--- src/rtl/core/json_string_escaper_macros.svh ---
// Assertion macros for the JSON string escaper.
// Included by the RTL files that carry concurrent checks; no other dependencies.
`ifndef JSON_STRING_ESCAPER_MACROS_SVH
`define JSON_STRING_ESCAPER_MACROS_SVH

`ifndef SYNTHESIS

// Same-cycle implication, sampled on the rising clock, off while reset is active.
`define JSE_ASSERT_IMPLY(label, clk, rst_n, ante, cons) \
	label: assert property (@(posedge clk) disable iff (!(rst_n)) (ante) |-> (cons)) \
		else $error("jse check failed: implication");

// Next-cycle implication, sampled on the rising clock, off while reset is active.
`define JSE_ASSERT_NEXT(label, clk, rst_n, ante, cons) \
	label: assert property (@(posedge clk) disable iff (!(rst_n)) (ante) |=> (cons)) \
		else $error("jse check failed: next-cycle implication");

`else

`define JSE_ASSERT_IMPLY(label, clk, rst_n, ante, cons)
`define JSE_ASSERT_NEXT(label, clk, rst_n, ante, cons)

`endif

`endif

--- src/rtl/core/jse_pkg.sv ---
`timescale 1ns / 1ps
// Package for the JSON string escaper: request codes, character constants,
// run-length type and the hex digit helper. No dependencies.
package jse_pkg;

	// Request codes on req_type
	typedef enum logic [1:0] {
		REQ_DATA  = 2'd0,
		REQ_START = 2'd1,
		REQ_END   = 2'd2,
		REQ_NONE  = 2'd3
	} req_t;

	// Character constants
	localparam logic [7:0] CH_QUOTE  = 8'h22;
	localparam logic [7:0] CH_BSLASH = 8'h5C;
	localparam logic [7:0] CH_BS     = 8'h08;
	localparam logic [7:0] CH_FF     = 8'h0C;
	localparam logic [7:0] CH_LF     = 8'h0A;
	localparam logic [7:0] CH_CR     = 8'h0D;
	localparam logic [7:0] CH_TAB    = 8'h09;
	localparam logic [7:0] CH_ZERO   = 8'h30;
	localparam logic [7:0] CH_LOW_A  = 8'h61;
	localparam logic [7:0] CH_B      = 8'h62;
	localparam logic [7:0] CH_F      = 8'h66;
	localparam logic [7:0] CH_N      = 8'h6E;
	localparam logic [7:0] CH_R      = 8'h72;
	localparam logic [7:0] CH_T      = 8'h74;
	localparam logic [7:0] CH_U      = 8'h75;

	// Bytes below this are control characters
	localparam logic [7:0] CTRL_LIMIT = 8'h20;

	// Output run length, 1 to 6 bytes
	typedef logic [2:0] run_len_t;

	localparam run_len_t LEN_PLAIN = 3'd1;
	localparam run_len_t LEN_SHORT = 3'd2;
	localparam run_len_t LEN_UNI   = 3'd6;

	// Lowercase hex digit for one nibble
	function automatic logic [7:0] hex_char(input logic [3:0] nib);
		logic [7:0] r;
		if (nib < 4'd10) begin
			r = CH_ZERO + {4'd0, nib};
		end else begin
			r = CH_LOW_A + {4'd0, nib} - 8'd10;
		end
		return r;
	endfunction

endpackage

--- src/rtl/core/json_string_escaper.sv ---
`timescale 1ns / 1ps
// Top level of the JSON string escaper: input register, decode stage,
// byte expander and output register. Depends on jse_pkg and the macro header.
//
//  channel | handshake           | payload
//  --------+---------------------+-----------------------------
//  in      | in_valid / in_ready | req_type[1:0], data_byte[7:0]
//  out     | out_valid/out_ready | out_byte[7:0], last_of_run
//
// An input transaction is taken every cycle while the output keeps up; an item
// that expands to N bytes (1, 2 or 6) holds the expander until all N bytes have
// gone out, which sets the sustained rate. Reset clears all valid bits; payload
// registers are not reset. Stalls on the output back up stage by stage without
// losing or repeating a transaction.
`include "json_string_escaper_macros.svh"

module json_string_escaper
	import jse_pkg::*;
(
	input  logic       clk,
	input  logic       arst_n,
	input  logic       in_valid,
	output logic       in_ready,
	input  logic [1:0] req_type,
	input  logic [7:0] data_byte,
	output logic       out_valid,
	input  logic       out_ready,
	output logic [7:0] out_byte,
	output logic       last_of_run
);

	// Stage 1: registered input
	logic       v_s1;
	req_t       req_s1;
	logic [7:0] byte_s1;

	// Stage 2: decoded escape
	logic       v_s2;
	run_len_t   len_s2;
	logic [7:0] ch_s2;
	logic [7:0] hi_s2;
	logic [7:0] lo_s2;

	// Stage 3: expander
	logic       v_s3;
	run_len_t   len_s3;
	logic [7:0] ch_s3;
	logic [7:0] hi_s3;
	logic [7:0] lo_s3;
	run_len_t   idx_q;

	// Stage 4: output register
	logic       v_s4;
	logic [7:0] byte_s4;
	logic       last_s4;

	// Handshake between stages
	logic       out_free;
	logic       emit;
	logic       run_done;
	logic       load_s3;
	logic       take_s2;
	logic       take_s1;
	logic [7:0] cur_byte;

	// Decode results
	run_len_t   dec_len;
	logic [7:0] dec_ch;

	assign out_free = !v_s4 || out_ready;
	assign emit     = v_s3 && out_free;
	assign run_done = (idx_q == (len_s3 - LEN_PLAIN));
	assign load_s3  = !v_s3 || (emit && run_done);
	assign take_s2  = !v_s2 || load_s3;
	assign take_s1  = !v_s1 || take_s2;
	assign in_ready = take_s1;

	// Stage 1 register; the unused request code is dropped here
	always_ff @(posedge clk or negedge arst_n) begin
		if (!arst_n) begin
			v_s1 <= 1'b0;
		end else if (take_s1) begin
			v_s1 <= in_valid && (req_t'(req_type) != REQ_NONE);
		end
	end

	always_ff @(posedge clk) begin
		if (take_s1) begin
			req_s1  <= req_t'(req_type);
			byte_s1 <= data_byte;
		end
	end

	// Escape decode
	always_comb begin
		dec_len = LEN_SHORT;
		dec_ch  = byte_s1;
		unique case (req_s1)
			REQ_START, REQ_END: begin
				dec_len = LEN_PLAIN;
				dec_ch  = CH_QUOTE;
			end
			REQ_DATA: begin
				case (byte_s1)
					CH_QUOTE, CH_BSLASH: dec_ch = byte_s1;
					CH_BS:  dec_ch = CH_B;
					CH_FF:  dec_ch = CH_F;
					CH_LF:  dec_ch = CH_N;
					CH_CR:  dec_ch = CH_R;
					CH_TAB: dec_ch = CH_T;
					default: begin
						if (byte_s1 < CTRL_LIMIT) begin
							dec_len = LEN_UNI;
							dec_ch  = CH_U;
						end else begin
							dec_len = LEN_PLAIN;
							dec_ch  = byte_s1;
						end
					end
				endcase
			end
			default: begin
				dec_len = LEN_PLAIN;
				dec_ch  = byte_s1;
			end
		endcase
	end

	// Stage 2 register
	always_ff @(posedge clk or negedge arst_n) begin
		if (!arst_n) begin
			v_s2 <= 1'b0;
		end else if (take_s2) begin
			v_s2 <= v_s1;
		end
	end

	always_ff @(posedge clk) begin
		if (take_s2) begin
			len_s2 <= dec_len;
			ch_s2  <= dec_ch;
			hi_s2  <= hex_char(byte_s1[7:4]);
			lo_s2  <= hex_char(byte_s1[3:0]);
		end
	end

	// Stage 3 register and byte counter
	always_ff @(posedge clk or negedge arst_n) begin
		if (!arst_n) begin
			v_s3  <= 1'b0;
			idx_q <= '0;
		end else if (load_s3) begin
			v_s3  <= v_s2;
			idx_q <= '0;
		end else if (emit) begin
			idx_q <= idx_q + LEN_PLAIN;
		end
	end

	always_ff @(posedge clk) begin
		if (load_s3) begin
			len_s3 <= len_s2;
			ch_s3  <= ch_s2;
			hi_s3  <= hi_s2;
			lo_s3  <= lo_s2;
		end
	end

	// Byte for the current run position
	always_comb begin
		if (len_s3 == LEN_PLAIN) begin
			cur_byte = ch_s3;
		end else begin
			case (idx_q)
				3'd0:       cur_byte = CH_BSLASH;
				3'd1:       cur_byte = ch_s3;
				3'd2, 3'd3: cur_byte = CH_ZERO;
				3'd4:       cur_byte = hi_s3;
				default:    cur_byte = lo_s3;
			endcase
		end
	end

	// Stage 4: output register
	always_ff @(posedge clk or negedge arst_n) begin
		if (!arst_n) begin
			v_s4 <= 1'b0;
		end else if (out_free) begin
			v_s4 <= v_s3;
		end
	end

	always_ff @(posedge clk) begin
		if (emit) begin
			byte_s4 <= cur_byte;
			last_s4 <= run_done;
		end
	end

	assign out_valid   = v_s4;
	assign out_byte    = byte_s4;
	assign last_of_run = last_s4;

	// Checks
	`JSE_ASSERT_IMPLY(a_idx_in_run, clk, arst_n, v_s3, idx_q < len_s3)
	`JSE_ASSERT_IMPLY(a_run_open, clk, arst_n, v_s4 && !last_s4, v_s3 && (idx_q != 3'd0))
	`JSE_ASSERT_NEXT(a_run_advance, clk, arst_n, emit && !run_done, v_s3 && (idx_q != 3'd0))

endmodule

--- config.mk ---
export PLATFORM = sky130hd
export DESIGN_NAME = json_string_escaper
export DESIGN_NICKNAME = d
export VERILOG_FILES = /design/src/rtl/core/jse_pkg.sv /design/src/rtl/core/json_string_escaper.sv
export VERILOG_INCLUDE_DIRS = /design/src /design/src/rtl/core
export SDC_FILE = /design/constraint.sdc
export NUM_CORES = 1
export LEC_CHECK = 0
export BUFFER_PORTS_ARGS = -buffer_cell sky130_fd_sc_hd__buf_2
export CAP_MARGIN = 0
export CORE_MARGIN = 3
export CORE_UTILIZATION = 40
export CTS_CLUSTER_SIZE = 24
export DETAILED_ROUTE_END_ITERATION = 16
export GPL_TIMING_DRIVEN = 0
export PLACE_DENSITY = 0.61
export SLEW_MARGIN = 20
export SYNTH_ARGS = -nofsm -noshare
export SYNTH_HDL_FRONTEND = slang
export SYNTH_SLANG_ARGS = --single-unit
--- constraint.sdc ---
create_clock -name clk -period 4.19 [get_ports clk]
set_input_delay 0.838 -clock clk [delete_from_list [all_inputs] [get_ports clk]]
set_output_delay 0.838 -clock clk [all_outputs]
set_load 0.02 [all_outputs]
Word-level counts from Yosys, hierarchy flattened
Cells that the tools add are included.
Widths: inputs -> output; s select.
{"block": "word_totals", "regBits": 80}
{"block": "classes", "addsub": 8, "order_cmp": 3, "n_eq_ne": 16, "mux": 11, "bitwise": 1, "reduce_logical": 19}
{"cell": "$pmux 8 s6", "count": 1}
{"cell": "$eq 8x4->1 const B", "count": 5}
{"cell": "$mux 8", "count": 4}
{"cell": "$pmux 8 s4", "count": 1}
{"cell": "$add 7x4->8 const A", "count": 2}
{"cell": "$pmux 8 s2", "count": 1}
{"cell": "$sub 8x4->8 const B", "count": 2}
{"cell": "$add 6x4->7 const A", "count": 2}
{"cell": "$mux 3", "count": 3}
{"cell": "$eq 8x6->1 const B", "count": 1}
{"cell": "$eq 8x7->1 const B", "count": 1}
{"cell": "$lt 4x4->1 const B", "count": 2}
{"cell": "$lt 8x6->1 const B", "count": 1}
{"cell": "$reduce_or 8->1", "count": 1}
{"cell": "$reduce_or 7->1", "count": 1}
{"cell": "$eq 3x1->1 const B", "count": 2}
{"cell": "$eq 3x2->1 const B", "count": 2}
{"cell": "$reduce_or 2->1", "count": 3}
{"cell": "$logic_not 1->1", "count": 4}
{"cell": "$logic_or 1x1->1", "count": 4}
{"cell": "$add 3x1->3 const B", "count": 1}
{"cell": "$eq 3x3->1", "count": 1}
{"cell": "$eq 3x3->1 const B", "count": 1}
{"cell": "$logic_and 1x1->1", "count": 3}
{"cell": "9 further kinds", "count": 9}

Logic depth before layout (Yosys ltp)
{"block": "logic_depth", "word_depth": 7, "mapped_depth": 7, "depth_no_buf": 6}

Worst setup path before layout
Ideal clock, no wire load.
{"block": "synth_path", "path_kind": "input-to-output", "start": "input port out_ready", "end": "output port in_ready", "arrival_ns": 1.957, "required_time_ns": 3.352, "setup_slack_ns": 1.395, "stages": 4, "n_path_buf": 1, "path_cell_list": "nor2b_1 or4_1 buf_2 nand4_1"}
{"block": "synth_via", "elab_chain_len": 6}
{"item": "start: declaration", "line": "json_string_escaper.sv:27", "source": "input logic out_ready,"}
{"item": "$logic_or 1x1->1", "line": "json_string_escaper.sv:70", "source": "assign out_free = !v_s4 || out_ready;"}
{"item": "$logic_and 1x1->1", "line": "json_string_escaper.sv:71", "source": "assign emit = v_s3 && out_free;"}
{"item": "$logic_and 1x1->1", "line": "json_string_escaper.sv:73", "source": "assign load_s3 = !v_s3 || (emit && run_done);"}
{"item": "$logic_or 1x1->1", "line": "json_string_escaper.sv:73"}
{"item": "$logic_or 1x1->1", "line": "json_string_escaper.sv:74", "source": "assign take_s2 = !v_s2 || load_s3;"}
{"item": "$logic_or 1x1->1", "line": "json_string_escaper.sv:75", "source": "assign take_s1 = !v_s1 || take_s2;"}
{"item": "end: declaration", "line": "json_string_escaper.sv:23", "source": "output logic in_ready,"}
Every way passes these cells.

Worst setup path in the final report
{"block": "layout_path", "start": "register len_s3[0]", "end": "output port in_ready"}
{"block": "layout_via", "elab_chain_len": 6}
{"item": "start: declaration", "line": "json_string_escaper.sv:46", "source": "run_len_t len_s3;"}
{"item": "start signal: assignment", "line": "json_string_escaper.sv:162", "source": "len_s3 <= len_s2;"}
{"item": "$sub 3x1->3", "line": "json_string_escaper.sv:72", "source": "assign run_done = (idx_q == (len_s3 - LEN_PLAIN));"}
{"item": "$eq 3x3->1", "line": "json_string_escaper.sv:72"}
{"item": "$logic_and 1x1->1", "line": "json_string_escaper.sv:73"}
{"item": "$logic_or 1x1->1", "line": "json_string_escaper.sv:73"}
{"item": "$logic_or 1x1->1", "line": "json_string_escaper.sv:74"}
{"item": "$logic_or 1x1->1", "line": "json_string_escaper.sv:75"}
Every way passes these cells.

==> run metrics <==
flops & latches, synth=76; sw frac=0.342; Synth top area share=0.617; fin crit share=0.805; status=finished clean; cell internal pwr=0.00176 W; I/O Buffers=24; vias in the first global route=1884; DIE AREA=9530 µm²; Clock Tree Buf Depth=2; post-route ant nets=0; ranking of synthesized cells by area=edfxtp_1 (62%), ha_1 (6.0%), dfrtp_1 (5.2%), inv_1 (2.0%), a21oi_1 (1.6%); nature of the critical path startpoint=register; PwrDens=702 nW/µm²; Final #Nets=312; Mapped Area=3360 µm²; Setup CP Type=reg -> out; Crit path required time=3350 ps; Final Skew=3.37 ps; routed wire length=5380 µm; share of layout cells above drive strength 1=0.174; sw power=0.000915 W; Logic pwr share=0.347; # DRC=0; drt first pass iters=4; hold buffer count at CTS=0; hpwl dp=3870 µm; Slew Limit Fails=0; Ports=25; GRT Overall Usage=0.123; Post-synth ARST share=0.0921; post-layout instance count excluding filler cells=389; Resize count post-CTS=0; Area growth syn-to-layout=13.3%; vias per cell=5.00; # setup viols final=0; clock share of power=0.200; CTS Buf Count=9; Reg power frac=0.453; P_leak=1.42 nW; register area=2250 µm²; Die Ht=97.6 µm; CTS tree=built; Yosys Warn Count=0; commonest non-fill, non-tap cell in the layout=edfxtp_1; mean post-synth cell area=13.7 µm²; Fill cells=690; Fmax=296 MHz; Yosys cell types=46; IR drop worst, VDD=0.275 mV; Core Region=7930 µm²; insertion delay to the later sink of the worst-skew pair=340 ps; sequential-to-total area share from yosys stat=0.669; routability congestion estimate=0.796; fin crit period=3370 ps; Post-synth EDFFs=69; area leader, netlist=edfxtp_1; Die Span X=97.6 µm; htree depth=3; post-CTS setup buffer count=0; placed insts=373; antenna fix cells=0; routed len/inst=13.8 µm; via count=1946; WP data arrival=2540 ps; first-pass GRT wire length=9040 µm; worst slew margin relative to its limit=0.350; most frequent cells in the layout=edfxtp_1 (69), buf_2 (27), inv_1 (18); CTS sink cnt=76; row count=32; critical path fanouts, max=11; grt ovf=0; largest net degree at the start of global routing=26; ys flop type=edfxtp_1; kind of end point of the critical path=output pin; Root Buffer=clkbuf_8; antenna violations before repair=0; RSZ-0062 raised after global routing=no; Final Hold Viols=0; Initial Util=0.424; multi-input combinational cell area=1010 µm²; Syn Inst Count=246; Starting DRT DRC Count=95; clk slew on worst S/H paths=70 ps; worst slew pin tran=973 ps; Fin Setup TNS=0 ps; Max Cap Viol=0; hold crit path type=in -> async
power by group through the flow:
stage | combinational [W] | clock, W | sequential [W]
floorplan | 0.000653 | 0 | 0.00126
finish | 0.000926 | 0.000535 | 0.00121
CTS | 0.000931 | 0.000556 | 0.00121
detailed placement | 0.000926 | 0 | 0.00123
global route | 0.00104 | 0.000589 | 0.00124
global placement | 0.000907 | 0 | 0.00123
kinds of logic after synthesis:
family / synth area share
other cells: 0.00112
flops: 0.669
simple gates: 0.0857
xor+xnor: 0.0156
buf+inv: 0.0335
fa+ha+maj: 0.0596
compound gates: 0.135
area by class of cell:
cell class | instances | share of cell area
buffer | 11 | 0.0118
clock buffer | 9 | 0.0325
clock inverter | 7 | 0.0178
inverter | 18 | 0.0178
multi-input combinational | 142 | 0.265
sequential | 76 | 0.590
tap | 102 | 0.0335
timing repair buffer | 24 | 0.0316
path summary, 6_finish.rpt:
path,from,endpoint,slack [ps],depth (start not counted)
min in group clk,lo_s2[2]$_DFFE_PP_,lo_s3[2]$_DFFE_PP_,420,0
worst max-delay path,len_s3[0]$_DFFE_PP_,in_ready,820,7
max in group asynchronous,arst_n,v_s1$_DFFE_PN0P_,3730,1
worst min-delay path,arst_n,v_s3$_DFFE_PN0P_,310,1
worst max register to register,len_s3[0]$_DFFE_PP_,lo_s3[5]$_DFFE_PP_,1570,6
worst min register to register,lo_s2[2]$_DFFE_PP_,lo_s3[2]$_DFFE_PP_,420,0
registers in the layout, summed over array words and instances (netlist names):
name,cells
len_s3,3
hi_s2,7
v_s3,1
v_s1,1
ch_s3,8
lo_s2,7
ch_s2,8
idx_q,3
out_byte,8
req_s1,2
v_s2,1
byte_s1,8
hi_s3,7
out_valid,1
lo_s3,7
len_s2,3
last_of_run,1
synthesized netlist by cell type (all sizes together), types with 2 or more instances:
| master | count |
|---|---|
| a21boi | 2 |
| a21o | 3 |
| a21oi | 11 |
| a22oi | 3 |
| a31oi | 3 |
| buf | 3 |
| clkbuf | 8 |
| dfrtp | 7 |
| edfxtp | 69 |
| ha | 16 |
| inv | 18 |
| nand2 | 10 |
| nand2b | 3 |
| nand3 | 11 |
| nor2 | 11 |
| nor2b | 5 |
| nor3 | 3 |
| o21a | 7 |
| o21ai | 9 |
| o221a | 3 |
| o221ai | 2 |
| o22a | 4 |
| o22ai | 4 |
| o2bb2ai | 2 |
| o31ai | 2 |
| o41ai | 2 |
| or2 | 2 |
| xnor2 | 6 |
through the flow:
| stage | instance area [µm²] | power (W) | utilization | setup WS (ps) | hold slack [ps] |
|---|---|---|---|---|---|
| floorplan | 3360 | 0.00191 | - | 1390 | 400 |
| global placement | 3610 | 0.00213 | 0.455 | 929 | 401 |
| CTS | 3810 | 0.00270 | 0.480 | 759 | 297 |
| detailed placement | 3610 | 0.00216 | 0.456 | 902 | 405 |
| finish | 3810 | 0.00267 | 0.480 | 816 | 311 |
| global route | 3810 | 0.00286 | 0.480 | 650 | 309 |
worst max-delay path: stages (launching register included):
cell	delay [ps]
edfxtp_1	400
inv_1	60
ha_1	300
xnor2_1	140
or4_1	460
buf_2	170
nand4_1	400
buf_2	270
per-layer routing:
layer  up-vias  part of all wire  global-route usage
met5         -                 0                   0
met4         0             0.035              0.0884
met3        13             0.041              0.0237
met2        46              0.45               0.182
met1       892              0.47               0.159
li1        995                 -                   -
Power figures use the tool's default switching activity.
